File: src/hw/rtl/tpte_pkg.sv
// ----------------------------------------------------------------------------
// tpte_pkg
// Shared types and constants for the tape pulse to tap encoder.
// ----------------------------------------------------------------------------
package tpte_pkg;

   localparam int DELTA_W = 33;
   localparam int PROD_W  = 54;
   localparam int DVD_W   = 55;
   localparam int DVS_W   = 28;
   localparam int LEN_W   = 36;

   localparam logic [LEN_W-1:0] DATA_LIMIT = 36'd2040;
   localparam logic [LEN_W-1:0] PART_MAX   = 36'h000ffffff;
   localparam logic [LEN_W-1:0] PART_HALF  = 36'h00055_5555;
   localparam logic [LEN_W-1:0] PART_BIG   = 36'h0007fffff;
   localparam logic [19:0]      MHZ_DIV    = 20'd1000000;

   localparam logic [31:0] WORD_HALF = 32'h55555500;
   localparam logic [31:0] WORD_BIG  = 32'h7fffff00;
   localparam logic [31:0] WORD_FULL = 32'hffffff00;

   localparam logic [2:0] CNT_BYTE = 3'd1;
   localparam logic [2:0] CNT_WORD = 3'd4;

   localparam logic [1:0] CSR_VERSION   = 2'd0;
   localparam logic [1:0] CSR_FREQ      = 2'd1;
   localparam logic [1:0] CSR_PRECISION = 2'd2;

   localparam logic [1:0] VER_0 = 2'd0;

   typedef enum logic [3:0] {
      ST_IDLE,
      ST_MUL,
      ST_DIV1,
      ST_DIV2,
      ST_CLASSIFY,
      ST_SCAN,
      ST_PRE,
      ST_EMIT_V0,
      ST_EMIT_W
   } back_state_type;

   typedef struct packed {
      logic [1:0]  version;
      logic [20:0] freq;
      logic [7:0]  precision;
   } cfg_type;

endpackage

File: src/hw/rtl/tpte_queue.sv
// ----------------------------------------------------------------------------
// tpte_queue
// Two-entry queue between the front and the back.
// ----------------------------------------------------------------------------
module tpte_queue #(
   parameter int WIDTH = 33
) (
   input  logic             clock,
   input  logic             reset,
   input  logic             push,
   input  logic [WIDTH-1:0] push_data,
   input  logic             pop,
   output logic [WIDTH-1:0] pop_data,
   output logic             full,
   output logic             empty
);

   logic [WIDTH-1:0] mem_ff [2];
   logic             wr_ff, wr_in, rd_ff, rd_in;
   logic [1:0]       cnt_ff, cnt_in;

   always_comb begin
      wr_in  = wr_ff ^ push;
      rd_in  = rd_ff ^ pop;
      cnt_in = cnt_ff + 2'(push) - 2'(pop);
   end

   always_ff @(posedge clock) begin
      if (reset) begin
         wr_ff  <= 1'b0;
         rd_ff  <= 1'b0;
         cnt_ff <= 2'd0;
      end else begin
         wr_ff  <= wr_in;
         rd_ff  <= rd_in;
         cnt_ff <= cnt_in;
      end
      if (push) begin
         mem_ff[wr_ff] <= push_data;
      end
   end

   assign pop_data = mem_ff[rd_ff];
   assign full     = cnt_ff == 2'd2;
   assign empty    = cnt_ff == 2'd0;

endmodule

File: src/hw/rtl/tpte_front.sv
// ----------------------------------------------------------------------------
// tpte_front
// Drops the leading half-wave, pairs half-waves in versions 0 and 1, queues wave durations.
// ----------------------------------------------------------------------------
module tpte_front (
   input  logic                          clock,
   input  logic                          reset,
   input  logic                          req_valid,
   output logic                          req_ready,
   input  logic [31:0]                   req_halfwave_ticks,
   input  logic [1:0]                    version,
   input  logic                          queue_full,
   output logic                          push,
   output logic [tpte_pkg::DELTA_W-1:0]  push_delta
);

   logic        first_ff, first_in;
   logic        half_ff, half_in;
   logic [31:0] held_ff, held_in;
   logic        accept, paired;

   always_comb begin
      req_ready  = !queue_full;
      accept     = req_valid && req_ready;
      paired     = !version[1];
      first_in   = first_ff;
      half_in    = half_ff;
      held_in    = held_ff;
      push       = 1'b0;
      push_delta = paired ? {1'b0, held_ff} + {1'b0, req_halfwave_ticks}
                          : {1'b0, req_halfwave_ticks};
      if (accept) begin
         if (!first_ff) begin
            first_in = 1'b1;
         end else if (paired && !half_ff) begin
            held_in = req_halfwave_ticks;
            half_in = 1'b1;
         end else begin
            half_in = 1'b0;
            push    = 1'b1;
         end
      end
   end

   always_ff @(posedge clock) begin
      if (reset) begin
         first_ff <= 1'b0;
         half_ff  <= 1'b0;
         held_ff  <= 32'd0;
      end else begin
         first_ff <= first_in;
         half_ff  <= half_in;
         held_ff  <= held_in;
      end
   end

endmodule

File: src/hw/rtl/tpte_div.sv
// ----------------------------------------------------------------------------
// tpte_div
// Serial restoring divider, one quotient bit per cycle.
// ----------------------------------------------------------------------------
module tpte_div (
   input  logic                        clock,
   input  logic                        reset,
   input  logic                        start,
   input  logic [tpte_pkg::DVD_W-1:0]  dividend,
   input  logic [tpte_pkg::DVS_W-1:0]  divisor,
   output logic                        done,
   output logic [tpte_pkg::DVD_W-1:0]  quotient
);

   localparam int DW = tpte_pkg::DVD_W;
   localparam int SW = tpte_pkg::DVS_W;

   logic          busy_ff, busy_in, done_ff, done_in;
   logic [5:0]    cnt_ff, cnt_in;
   logic [DW-1:0] quo_ff, quo_in;
   logic [SW-1:0] rem_ff, rem_in;
   logic [SW-1:0] dvs_ff, dvs_in;
   logic [SW:0]   trial;
   logic          ge;

   always_comb begin
      trial   = {rem_ff, quo_ff[DW-1]};
      ge      = trial >= {1'b0, dvs_ff};
      busy_in = busy_ff;
      done_in = 1'b0;
      cnt_in  = cnt_ff;
      quo_in  = quo_ff;
      rem_in  = rem_ff;
      dvs_in  = dvs_ff;
      if (start) begin
         busy_in = 1'b1;
         cnt_in  = 6'(DW - 1);
         quo_in  = dividend;
         rem_in  = '0;
         dvs_in  = divisor;
      end else if (busy_ff) begin
         rem_in = ge ? SW'(trial - {1'b0, dvs_ff}) : trial[SW-1:0];
         quo_in = {quo_ff[DW-2:0], ge};
         if (cnt_ff == 6'd0) begin
            busy_in = 1'b0;
            done_in = 1'b1;
         end else begin
            cnt_in = cnt_ff - 6'd1;
         end
      end
   end

   always_ff @(posedge clock) begin
      if (reset) begin
         busy_ff <= 1'b0;
         done_ff <= 1'b0;
      end else begin
         busy_ff <= busy_in;
         done_ff <= done_in;
      end
      cnt_ff <= cnt_in;
      quo_ff <= quo_in;
      rem_ff <= rem_in;
      dvs_ff <= dvs_in;
   end

   assign done     = done_ff;
   assign quotient = quo_ff;

endmodule

File: src/hw/rtl/tpte_back.sv
// ----------------------------------------------------------------------------
// tpte_back
// Scales a wave to machine cycles and emits data bytes or pause words.
// ----------------------------------------------------------------------------
module tpte_back #(
   parameter int MAX_PAUSE_WORDS    = 60,
   parameter int MAX_PAUSE_BYTES_V0 = 62
) (
   input  logic                          clock,
   input  logic                          reset,
   input  tpte_pkg::cfg_type             cfg,
   input  logic                          queue_empty,
   input  logic [tpte_pkg::DELTA_W-1:0]  queue_delta,
   output logic                          pop,
   output logic                          rsp_valid,
   input  logic                          rsp_ready,
   output logic [31:0]                   rsp_data_word,
   output logic [2:0]                    rsp_byte_count,
   output logic                          rsp_last,
   output logic                          rsp_saturated
);

   localparam int LW = tpte_pkg::LEN_W;
   localparam logic [LW-1:0] CAP_V0 = LW'(MAX_PAUSE_BYTES_V0 * 2040);
   localparam logic [LW-1:0] CAP_V1 = LW'(MAX_PAUSE_WORDS * 64'h00ffffff);
   localparam logic [LW-1:0] CAP_V2 = LW'((MAX_PAUSE_WORDS - 1) * 64'h00ffffff);

   tpte_pkg::back_state_type st_ff, st_in;

   logic [tpte_pkg::DELTA_W-1:0] delta_ff, delta_in;
   logic [tpte_pkg::PROD_W-1:0]  prod_ff, prod_in;
   logic [LW-1:0]                len_ff, len_in, r_ff, r_in, scan_ff, scan_in;
   logic                         sat_ff, sat_in, par_ff, par_in, half_ff, half_in;
   logic [1:0]                   pre_ff, pre_in;

   logic                         div_start, div_done;
   logic [tpte_pkg::DVD_W-1:0]   div_dvd, div_quo;
   logic [tpte_pkg::DVS_W-1:0]   div_dvs;
   logic [7:0]                   prec_eff;

   logic        out_free, out_load;
   logic [31:0] o_word;
   logic [2:0]  o_cnt;
   logic        o_last, o_sat;
   logic [LW-1:0] cap, clip;
   logic        v2;

   logic        rv_ff, rv_in;
   logic [31:0] word_ff;
   logic [2:0]  cnt_ff;
   logic        last_ff, satq_ff;

   tpte_div u_div (
      .clock    (clock),
      .reset    (reset),
      .start    (div_start),
      .dividend (div_dvd),
      .divisor  (div_dvs),
      .done     (div_done),
      .quotient (div_quo)
   );

   always_ff @(posedge clock) begin
      if (reset) begin
         st_ff <= tpte_pkg::ST_IDLE;
         rv_ff <= 1'b0;
      end else begin
         st_ff <= st_in;
         rv_ff <= rv_in;
      end
      delta_ff <= delta_in;
      prod_ff  <= prod_in;
      len_ff   <= len_in;
      r_ff     <= r_in;
      scan_ff  <= scan_in;
      sat_ff   <= sat_in;
      par_ff   <= par_in;
      half_ff  <= half_in;
      pre_ff   <= pre_in;
      if (out_load) begin
         word_ff <= o_word;
         cnt_ff  <= o_cnt;
         last_ff <= o_last;
         satq_ff <= o_sat;
      end
   end

   always_comb begin
      out_free  = !rv_ff || rsp_ready;
      v2        = cfg.version[1];
      prec_eff  = (cfg.precision == 8'd0) ? 8'd1 : cfg.precision;
      cap       = (cfg.version == tpte_pkg::VER_0) ? CAP_V0 : (v2 ? CAP_V2 : CAP_V1);
      clip      = (len_ff > cap) ? cap : len_ff;
      st_in     = st_ff;
      delta_in  = delta_ff;
      prod_in   = prod_ff;
      len_in    = len_ff;
      r_in      = r_ff;
      scan_in   = scan_ff;
      sat_in    = sat_ff;
      par_in    = par_ff;
      half_in   = half_ff;
      pre_in    = pre_ff;
      pop       = 1'b0;
      div_start = 1'b0;
      // one division by precision * 1e6, rounding term is half the divisor
      div_dvs   = tpte_pkg::DVS_W'(prec_eff) * tpte_pkg::DVS_W'(tpte_pkg::MHZ_DIV);
      div_dvd   = tpte_pkg::DVD_W'(prod_ff)
                + tpte_pkg::DVD_W'(div_dvs[tpte_pkg::DVS_W-1:1]);
      out_load  = 1'b0;
      o_word    = 32'd0;
      o_cnt     = tpte_pkg::CNT_WORD;
      o_last    = 1'b0;
      o_sat     = sat_ff;
      case (st_ff)
         tpte_pkg::ST_IDLE: begin
            if (!queue_empty) begin
               pop      = 1'b1;
               delta_in = queue_delta;
               st_in    = tpte_pkg::ST_MUL;
            end
         end
         tpte_pkg::ST_MUL: begin
            prod_in = tpte_pkg::PROD_W'(delta_ff) * tpte_pkg::PROD_W'(cfg.freq);
            st_in   = tpte_pkg::ST_DIV1;
         end
         tpte_pkg::ST_DIV1: begin
            div_start = 1'b1;
            st_in     = tpte_pkg::ST_DIV2;
         end
         tpte_pkg::ST_DIV2: begin
            if (div_done) begin
               len_in = div_quo[LW-1:0];
               st_in  = tpte_pkg::ST_CLASSIFY;
            end
         end
         tpte_pkg::ST_CLASSIFY: begin
            sat_in  = len_ff > cap;
            r_in    = clip;
            scan_in = clip;
            par_in  = 1'b0;
            if (len_ff <= tpte_pkg::DATA_LIMIT) begin
               o_word = {24'd0, 8'((len_ff + 36'd4) >> 3)};
               o_cnt  = tpte_pkg::CNT_BYTE;
               o_last = 1'b1;
               o_sat  = 1'b0;
               if (out_free) begin
                  out_load = 1'b1;
                  st_in    = tpte_pkg::ST_IDLE;
               end
            end else if (cfg.version == tpte_pkg::VER_0) begin
               st_in = tpte_pkg::ST_EMIT_V0;
            end else if (v2 && clip > tpte_pkg::PART_MAX) begin
               st_in = tpte_pkg::ST_SCAN;
            end else begin
               st_in = tpte_pkg::ST_EMIT_W;
            end
         end
         tpte_pkg::ST_SCAN: begin
            // count whole parts to learn the part parity and the remainder
            if (scan_ff > tpte_pkg::PART_MAX) begin
               scan_in = scan_ff - tpte_pkg::PART_MAX;
               par_in  = !par_ff;
            end else if (par_ff) begin
               half_in = 1'b1;
               pre_in  = 2'd2;
               st_in   = tpte_pkg::ST_PRE;
            end else if (scan_ff == tpte_pkg::PART_MAX || scan_ff < tpte_pkg::PART_BIG) begin
               half_in = 1'b0;
               pre_in  = 2'd1;
               st_in   = tpte_pkg::ST_PRE;
            end else begin
               st_in = tpte_pkg::ST_EMIT_W;
            end
         end
         tpte_pkg::ST_PRE: begin
            o_word = half_ff ? tpte_pkg::WORD_HALF : tpte_pkg::WORD_BIG;
            if (out_free) begin
               out_load = 1'b1;
               r_in     = r_ff - (half_ff ? tpte_pkg::PART_HALF : tpte_pkg::PART_BIG);
               pre_in   = pre_ff - 2'd1;
               if (pre_ff == 2'd1) begin
                  st_in = tpte_pkg::ST_EMIT_W;
               end
            end
         end
         tpte_pkg::ST_EMIT_V0: begin
            o_cnt  = tpte_pkg::CNT_BYTE;
            o_last = r_ff <= tpte_pkg::DATA_LIMIT;
            if (out_free) begin
               out_load = 1'b1;
               r_in     = r_ff - tpte_pkg::DATA_LIMIT;
               if (o_last) begin
                  st_in = tpte_pkg::ST_IDLE;
               end
            end
         end
         tpte_pkg::ST_EMIT_W: begin
            o_last = r_ff <= tpte_pkg::PART_MAX;
            o_word = o_last ? {r_ff[23:0], 8'd0} : tpte_pkg::WORD_FULL;
            if (out_free) begin
               out_load = 1'b1;
               r_in     = r_ff - tpte_pkg::PART_MAX;
               if (o_last) begin
                  st_in = tpte_pkg::ST_IDLE;
               end
            end
         end
         default: begin
            st_in = tpte_pkg::ST_IDLE;
         end
      endcase
      rv_in = out_load || (rv_ff && !rsp_ready);
   end

   assign rsp_valid      = rv_ff;
   assign rsp_data_word  = word_ff;
   assign rsp_byte_count = cnt_ff;
   assign rsp_last       = last_ff;
   assign rsp_saturated  = satq_ff;

`ifndef SYNTHESIS
   a_byte_fits: assert property (@(posedge clock) disable iff (reset)
      rv_ff && cnt_ff == tpte_pkg::CNT_BYTE |-> word_ff[31:8] == 24'd0)
      else $error("byte result wider than a byte");
   a_word_low: assert property (@(posedge clock) disable iff (reset)
      rv_ff && cnt_ff == tpte_pkg::CNT_WORD |-> word_ff[7:0] == 8'd0)
      else $error("pause word low byte not zero");
   a_pre_left: assert property (@(posedge clock) disable iff (reset)
      st_ff == tpte_pkg::ST_PRE |-> pre_ff != 2'd0)
      else $error("prefix count ran out");
   a_word_rest: assert property (@(posedge clock) disable iff (reset)
      st_ff == tpte_pkg::ST_EMIT_W |-> r_ff != '0)
      else $error("pause emission with nothing left");
`endif

endmodule

File: src/hw/rtl/tape_pulse_to_tap_encoder.sv
// a data byte result follows the request transfer through multiply, one serial
// 55-step division and classify; pause words are loaded from the emit states
// after classify, and version 2 pauses first pass a scan that counts parts
// the back takes a new wave from the queue only once it is idle again; the
// serial divider dominates; versions 0 and 1 take two half-waves per wave
// reset: synchronous, active high; registers return to version 1, 985248 hz,
// 1 mhz, and the first half-wave after reset is dropped
// ----------------------------------------------------------------------------
// tape_pulse_to_tap_encoder
// Half-wave durations in, tap data bytes and pause words out.
// ----------------------------------------------------------------------------
module tape_pulse_to_tap_encoder #(
   parameter int MAX_PAUSE_WORDS    = 60,
   parameter int MAX_PAUSE_BYTES_V0 = 62
) (
   input  logic        clock,
   input  logic        reset,
   input  logic        csr_valid,
   output logic        csr_ready,
   input  logic [1:0]  csr_index,
   input  logic [31:0] csr_data,
   input  logic        req_valid,
   output logic        req_ready,
   input  logic [31:0] req_halfwave_ticks,
   output logic        rsp_valid,
   input  logic        rsp_ready,
   output logic [31:0] rsp_data_word,
   output logic [2:0]  rsp_byte_count,
   output logic        rsp_last,
   output logic        rsp_saturated
);

   tpte_pkg::cfg_type cfg_ff, cfg_in;

   logic                         push, pop, q_full, q_empty;
   logic [tpte_pkg::DELTA_W-1:0] push_delta, pop_delta;

   assign csr_ready = 1'b1;

   always_comb begin
      cfg_in = cfg_ff;
      if (csr_valid) begin
         case (csr_index)
            tpte_pkg::CSR_VERSION:   cfg_in.version   = csr_data[1:0];
            tpte_pkg::CSR_FREQ:      cfg_in.freq      = csr_data[20:0];
            tpte_pkg::CSR_PRECISION: cfg_in.precision = csr_data[7:0];
            default:                 cfg_in = cfg_ff;
         endcase
      end
   end

   always_ff @(posedge clock) begin
      if (reset) begin
         cfg_ff.version   <= 2'd1;
         cfg_ff.freq      <= 21'd985248;
         cfg_ff.precision <= 8'd1;
      end else begin
         cfg_ff <= cfg_in;
      end
   end

   tpte_front u_front (
      .clock              (clock),
      .reset              (reset),
      .req_valid          (req_valid),
      .req_ready          (req_ready),
      .req_halfwave_ticks (req_halfwave_ticks),
      .version            (cfg_ff.version),
      .queue_full         (q_full),
      .push               (push),
      .push_delta         (push_delta)
   );

   tpte_queue #(.WIDTH(tpte_pkg::DELTA_W)) u_queue (
      .clock     (clock),
      .reset     (reset),
      .push      (push),
      .push_data (push_delta),
      .pop       (pop),
      .pop_data  (pop_delta),
      .full      (q_full),
      .empty     (q_empty)
   );

   tpte_back #(
      .MAX_PAUSE_WORDS    (MAX_PAUSE_WORDS),
      .MAX_PAUSE_BYTES_V0 (MAX_PAUSE_BYTES_V0)
   ) u_back (
      .clock          (clock),
      .reset          (reset),
      .cfg            (cfg_ff),
      .queue_empty    (q_empty),
      .queue_delta    (pop_delta),
      .pop            (pop),
      .rsp_valid      (rsp_valid),
      .rsp_ready      (rsp_ready),
      .rsp_data_word  (rsp_data_word),
      .rsp_byte_count (rsp_byte_count),
      .rsp_last       (rsp_last),
      .rsp_saturated  (rsp_saturated)
   );

endmodule

File: config.mk
export PLATFORM = sky130hd
export DESIGN_NAME = tape_pulse_to_tap_encoder
export DESIGN_NICKNAME = d
export VERILOG_FILES = /design/src/hw/rtl/tpte_pkg.sv /design/src/hw/rtl/tpte_queue.sv /design/src/hw/rtl/tpte_front.sv /design/src/hw/rtl/tpte_div.sv /design/src/hw/rtl/tpte_back.sv /design/src/hw/rtl/tape_pulse_to_tap_encoder.sv
export SDC_FILE = /design/constraint.sdc
export NUM_CORES = 2
export LEC_CHECK = 0
export CORE_MARGIN = 2
export CORE_UTILIZATION = 35
export DETAILED_ROUTE_END_ITERATION = 16
export DONT_BUFFER_PORTS = 1
export PLACE_DENSITY = 0.49
export SYNTH_ARGS = -nofsm -noshare
export SYNTH_HDL_FRONTEND = slang
export SYNTH_SLANG_ARGS = --single-unit
File: constraint.sdc
create_clock -name clock -period 9.7 [get_ports clock]
set_input_delay 0.485 -clock clock [delete_from_list [all_inputs] [get_ports clock]]
set_output_delay 0.485 -clock clock [all_outputs]
set_load 0.005 [all_outputs]
== Yosys cells after proc, flatten, opt, wreduce, memory -nomap -nowiden ==
Memories as Yosys holds them, arrays and structs flattened. A register that Yosys moved wholly into a read port is not among the register bits.
Cells that the tools add are included.
Storage, ports and cells
  logic and storage cells: 187
  output and inout bits: 40
  input port bits: 71
  memories kept: 1
  memory bits (writable): 66
  flip-flop bits (word level): 391
Cells by class
  bitwise gates (word level): 6
  order comparisons: 8
  reductions and logical operators: 39
  multipliers: 2
  $add $sub $neg: 12
  mux-type cells: 65
  eq/ne operators: 25
Memories
  u_queue.mem_ff: words 2, width 33, read ports 1, clocked after Yosys merged registers in 1, write ports 1, RTL line tpte_queue.sv:18  | logic [WIDTH-1:0] mem_ff [2];
Operators by type and width (number)
  36-bit two-way mux: 6
  36-bit one-hot mux with 4 select lines: 1
  55-bit two-way mux: 2
  32-bit one-hot mux with 3 select lines: 1
  36-bit by 24-bit > comparator with 1-bit output, second input constant: 2
  36-bit by 11-bit <= comparator with 1-bit output, second input constant: 2
  36-bit one-hot mux with 2 select lines: 1
  36-bit by 24-bit subtractor with 36-bit output, second input constant: 2
  4-bit two-way mux: 15
  54-bit by 27-bit adder with 55-bit output: 1
  33-bit by 21-bit multiplier with 54-bit output: 1
  36-bit by 24-bit == test with 1-bit output, second input constant: 1
  36-bit > comparator: 1
  36-bit by 24-bit <= comparator with 1-bit output, second input constant: 1
  36-bit by 23-bit less-than comparator with 1-bit output, second input constant: 1
  4-bit one-hot mux with 9 select lines: 1
  36-bit by 11-bit subtractor with 36-bit output, second input constant: 1
  36-bit subtractor: 1
  32-bit by 32-bit adder with 33-bit output: 1
  33-bit two-way mux: 1
  32-bit two-way mux: 1
  30-bit two-way mux: 1
  29-bit by 28-bit greater-or-equal comparator with 1-bit output: 1
  28-bit two-way mux: 1
  43 further kinds: 110

== Depth between registers and ports, before layout ==
  depth after elaboration: 10
  gate-level depth with buffers: 31
  gate-level depth less buffers: 29

== Modules after synthesis ==
From an unflattened synthesis, not the netlist that was laid out.
Unflattened totals
  cells, all modules: 5408
  area total of the unflattened synthesis: 51794.7 um2
By module, submodules not included
  tpte_back: cells an instance 4138, times used 1, area each 38085.3 um2
  tpte_div: cells an instance 545, times used 1, area each 6289.8 um2
  tpte_front: cells an instance 470, times used 1, area each 3326.9 um2
  tpte_queue: cells an instance 122, times used 1, area each 2733.9 um2
  tape_pulse_to_tap_encoder: cells an instance 133, times used 1, area each 1358.8 um2

== Worst setup path before layout ==
Ideal clock, no wire load.
  path type: reg-to-reg
  start: register cfg_ff[13] (netlist bit)
  end: register u_back.prod_ff[41] (netlist bit) (data pin)
  path buffers: 1
  required time: 9.436 ns
  setup slack: 2.791 ns
  period minus slack after synthesis: 6.909 ns
  arrival time: 6.645 ns
  stages on the path, launching flop included: 24
  cells stage by stage: dfxtp_1 -> clkbuf_1 -> and2_1 -> fa_1 -> fa_1 -> inv_1 -> fa_1 -> inv_1 -> fa_1 -> fa_1 -> fa_1 -> inv_1 -> fa_1 -> inv_1 -> ha_1 -> and4_1 -> nand2_1 -> o22ai_1 -> or4b_1 -> a21o_1 -> a41oi_1 -> o21ai_1 -> a31oi_1 -> xnor2_1
Between the ends
  word-level cells in the longest chain between the ends: 1
RTL lines
  start, declared: RTL line tape_pulse_to_tap_encoder.sv:33  | tpte_pkg::cfg_type cfg_ff, cfg_in;
  start signal, assigned: RTL line tape_pulse_to_tap_encoder.sv:58  | cfg_ff <= cfg_in;
  33-bit by 21-bit multiplier with 54-bit output: RTL line tpte_back.sv:124  | prod_in = tpte_pkg::PROD_W'(delta_ff) * tpte_pkg::PROD_W'(cfg.freq);
  end signal, assigned: RTL line tpte_back.sv:72  | prod_ff <= prod_in;
  end, declared: RTL line tpte_back.sv:31  | logic [tpte_pkg::PROD_W-1:0] prod_ff, prod_in;
Every way passes these cells.
A chain may end at the register's enable or synchronous reset.

== Final worst setup path ==
  start: register u_back.delta_ff[12] (netlist bit) (read register of u_queue.mem_ff)
  end: register u_back.prod_ff[41] (netlist bit) (data pin)
Between the ends
  word-level cells in the longest chain between the ends: 1
RTL lines
  start, declared: RTL line tpte_back.sv:30  | logic [tpte_pkg::DELTA_W-1:0] delta_ff, delta_in;
  33-bit by 21-bit multiplier with 54-bit output: RTL line tpte_back.sv:124
Every way passes these cells.

==> flow_metrics.env <==
export IMPL_layout_area_overhead_vs_synth_pct=8.927
export IMPL_core_area_um2=143300
export IMPL_period_needed_ps=8100
export IMPL_tightest_slew_ps=1186
export IMPL_via_count=36760
export IMPL_setup_viol=0
export IMPL_cp_start_kind="flop"
export IMPL_die_area_um2=147100
export IMPL_clk_pin_slew_worst_paths_ps=60
export IMPL_status="complete, no violations"
export IMPL_h_tree_depth=2
export IMPL_rsz0062_at_grt="false"
export IMPL_syn_num_nets=6388
export IMPL_synthArstFlopShare_pct=0
export IMPL_grt_overflow=0
export IMPL_slew_headroom_pct=20.46
export IMPL_dp_hpwl_um=103600
export IMPL_post_cts_buffers=0
export IMPL_io_buffers=0
export IMPL_fillers=14590
export IMPL_avgSynthCellArea_um2=9.375
export IMPL_min_path_type="input port to flop"
export IMPL_hp_start="req_halfwave_ticks[4]"
export IMPL_die_h_um=383.5
export IMPL_critPathRequiredTime_ps=10090
export IMPL_gp_congestion=0.8420
export IMPL_initial_utilization_pct=35.17
export IMPL_cp_arrival_ps=8490
export IMPL_post_drt_wl_per_cell_um=18.96
export IMPL_rows=139
export IMPL_cts_buffers=58
export IMPL_ys_types=87
export IMPL_top_layer="met4"
export IMPL_pin_count=111
export IMPL_grt_pass1_vias=37710
export IMPL_synth_area_um2=50400
export IMPL_hold_violations=0
export IMPL_routedLengthMet1_um=65470
export IMPL_final_core_util_pct=38.31
export IMPL_layout_drive_gt1_share_pct=4.810
export IMPL_route_met2_wl_um=64990
export IMPL_root_buffer="clkbuf_16"
export IMPL_place_ws_ps=1572
export IMPL_fin_crit_sh_pct=83.51
export IMPL_slew_viol_final=0
export IMPL_holdWs_ps=62.98
export IMPL_fin_nets=6305
export IMPL_drt_iter0_markers=2051
export IMPL_synth_edf_count=379
export IMPL_via_per_inst=5.073
export IMPL_crit_fanout=13
export IMPL_layout_commonest_cell="inv_1"
export IMPL_drcViolationCount=0
export IMPL_fp_dieW_um=383.5
export IMPL_cts_sinks=489
export IMPL_ys_ff_latch=489
export IMPL_dr_pass1_iters=5
export IMPL_ant_nets=0
export IMPL_most_common_layout_cells="inv_1 (767), nand2_1 (762), fa_1 (607)"
export IMPL_synth_warnings=0
export IMPL_max_freq_mhz=123.5
export IMPL_layout_setup_ws_ps=1600
export IMPL_track_usage_pct=18.79
export IMPL_grt_pass1_wl_um=219100
export IMPL_ys_seq_area_share_pct=26.95
export IMPL_wl_met3_um=4980
export IMPL_synth_cells=5376
export IMPL_cts_buffer_depth=3
export IMPL_cap_violations=0
export IMPL_grt_max_degree=78
export IMPL_finClkSkew_ps=73.21
export IMPL_cts_tree="done"
export IMPL_yosys_most_used_dff="edfxtp_1"
export IMPL_tns_ps=0
export IMPL_crit_type="flop to flop"
export IMPL_crit_path_end_kind="flop"
export IMPL_clk_latency_ps=700
export IMPL_routed_wl_um=137400
export IMPL_startpoint="u_back.delta_ff[12]"
export IMPL_r2r_start="u_back.delta_ff[12]"
export IMPL_antenna_found_initial=3
==> flip-flops by register name, summed over array words and instances, names as in the netlist, 28 cells and up <==
| name | flops |
|---|---|
| u_back.scan_ff | 36 |
| u_back.delta_ff | 33 |
| u_back.u_div.rem_ff | 28 |
| u_back.r_ff | 36 |
| u_front.held_ff | 32 |
| u_back.u_div.quotient | 55 |
| cfg_ff | 31 |
| u_back.len_ff | 36 |
| u_queue.mem_ff | 66 |
| u_back.rsp_data_word | 32 |
| u_back.prod_ff | 54 |
==> metrics by stage <==
| stage | instance area, um2 | cells |
|---|---|---|
| CTS | 54900 | 7246 |
| finish | 54900 | 7247 |
| floorplan | 50400 | 5376 |
| global route | 54900 | 7246 |
| global placement | 52390 | 7080 |
| detailed placement | 52390 | 7080 |
==> what timing repair did <==
| action | CTS | global route |
|---|---|---|
| hold buffers | 56 | 0 |
| endpoints found under the hold margin | 76 | 0 |
| resized for setup | 0 | 0 |
==> critical path: stages, from the launching register on <==
cell and delay (ps):
edfxtp_1 1000, buf_4 320, and2_1 170, fa_1 450, fa_1 520, inv_1 50
fa_1 530, inv_1 50, fa_1 520, fa_1 440, fa_1 560, inv_1 60
fa_1 550, inv_1 40, ha_1 360, and4_1 240, nand2_1 90, o22ai_1 110
or4b_1 640, a21o_1 310, a41oi_1 350, o21ai_1 140, a31oi_1 210, xnor2_1 80
==> worst paths after layout <==
kind | endpoint | slack, ps | cells after the start
worst max-delay path | u_back.prod_ff[41] | 1600 | 23
worst min-delay path | u_queue.mem_ff[1][4] | 60 | 2
worst max register to register | u_back.prod_ff[41] | 1600 | 23
worst min register to register | u_back.len_ff[5] | 440 | 0
==> routing by layer <==
metal	vias to the layer above	track usage [%]
li1	17460	-
met1	18580	26.69
met2	623	31.40
met3	96	1.847
met4	0	3.152
met5	-	0
==> synth_stat cells (all sizes together) (18+ instances only) <==
cell type    n  area (um2)
nand4       32       200.2
o211ai      27       202.7
o21bai      25       187.7
nand2b      23       143.9
mux2        40       450.4
and3        50       312.8
nor2       218       818.3
o21a        24       180.2
nor2b       26       162.7
xor2       107       937.2
nor3        66       335.3
and2       388        2427
clkbuf     263       987.2
xnor2      105       919.6
o221ai      18       157.7
or3         26       172.7
dfxtp      110        2202
a31oi       35       219.0
edfxtp     379       11380
o21ai      234        1171
a21oi      236        1185
a21o       100       750.7
inv        768        2883
a211oi      19       147.6
mux2i       34       340.3
ha         334        4179
nand3       72       360.4
nand2      765        2877
fa         607       12150
nor4        22       137.6
==> cell type report <==
class	count	area (um2)	share of cell area [%]
multi-input cells	3843	32940	60.00
flip-flops and latches	489	13590	24.75
diodes	1	2.502	0.004558
well taps	1903	2381	4.337
repair buffers	133	1169	2.129
inverters	768	2883	5.251
clock inverters	42	444.2	0.8090
clock buffers	68	1489	2.712
==> cell families after synthesis <==
family / after synthesis / synth area share, %
compound gates: 859 / 10.77
xor+xnor: 212 / 3.684
fa+ha+maj: 941 / 32.40
buf+inv: 1044 / 7.795
flops: 489 / 26.95
mux: 74 / 1.569
other cells: 2 / 0.01490
simple gates: 1755 / 16.82
Power is left out: the tool's default activity adds up to more than one toggle a clock period on the data nets, which glitch-free logic cannot reach.
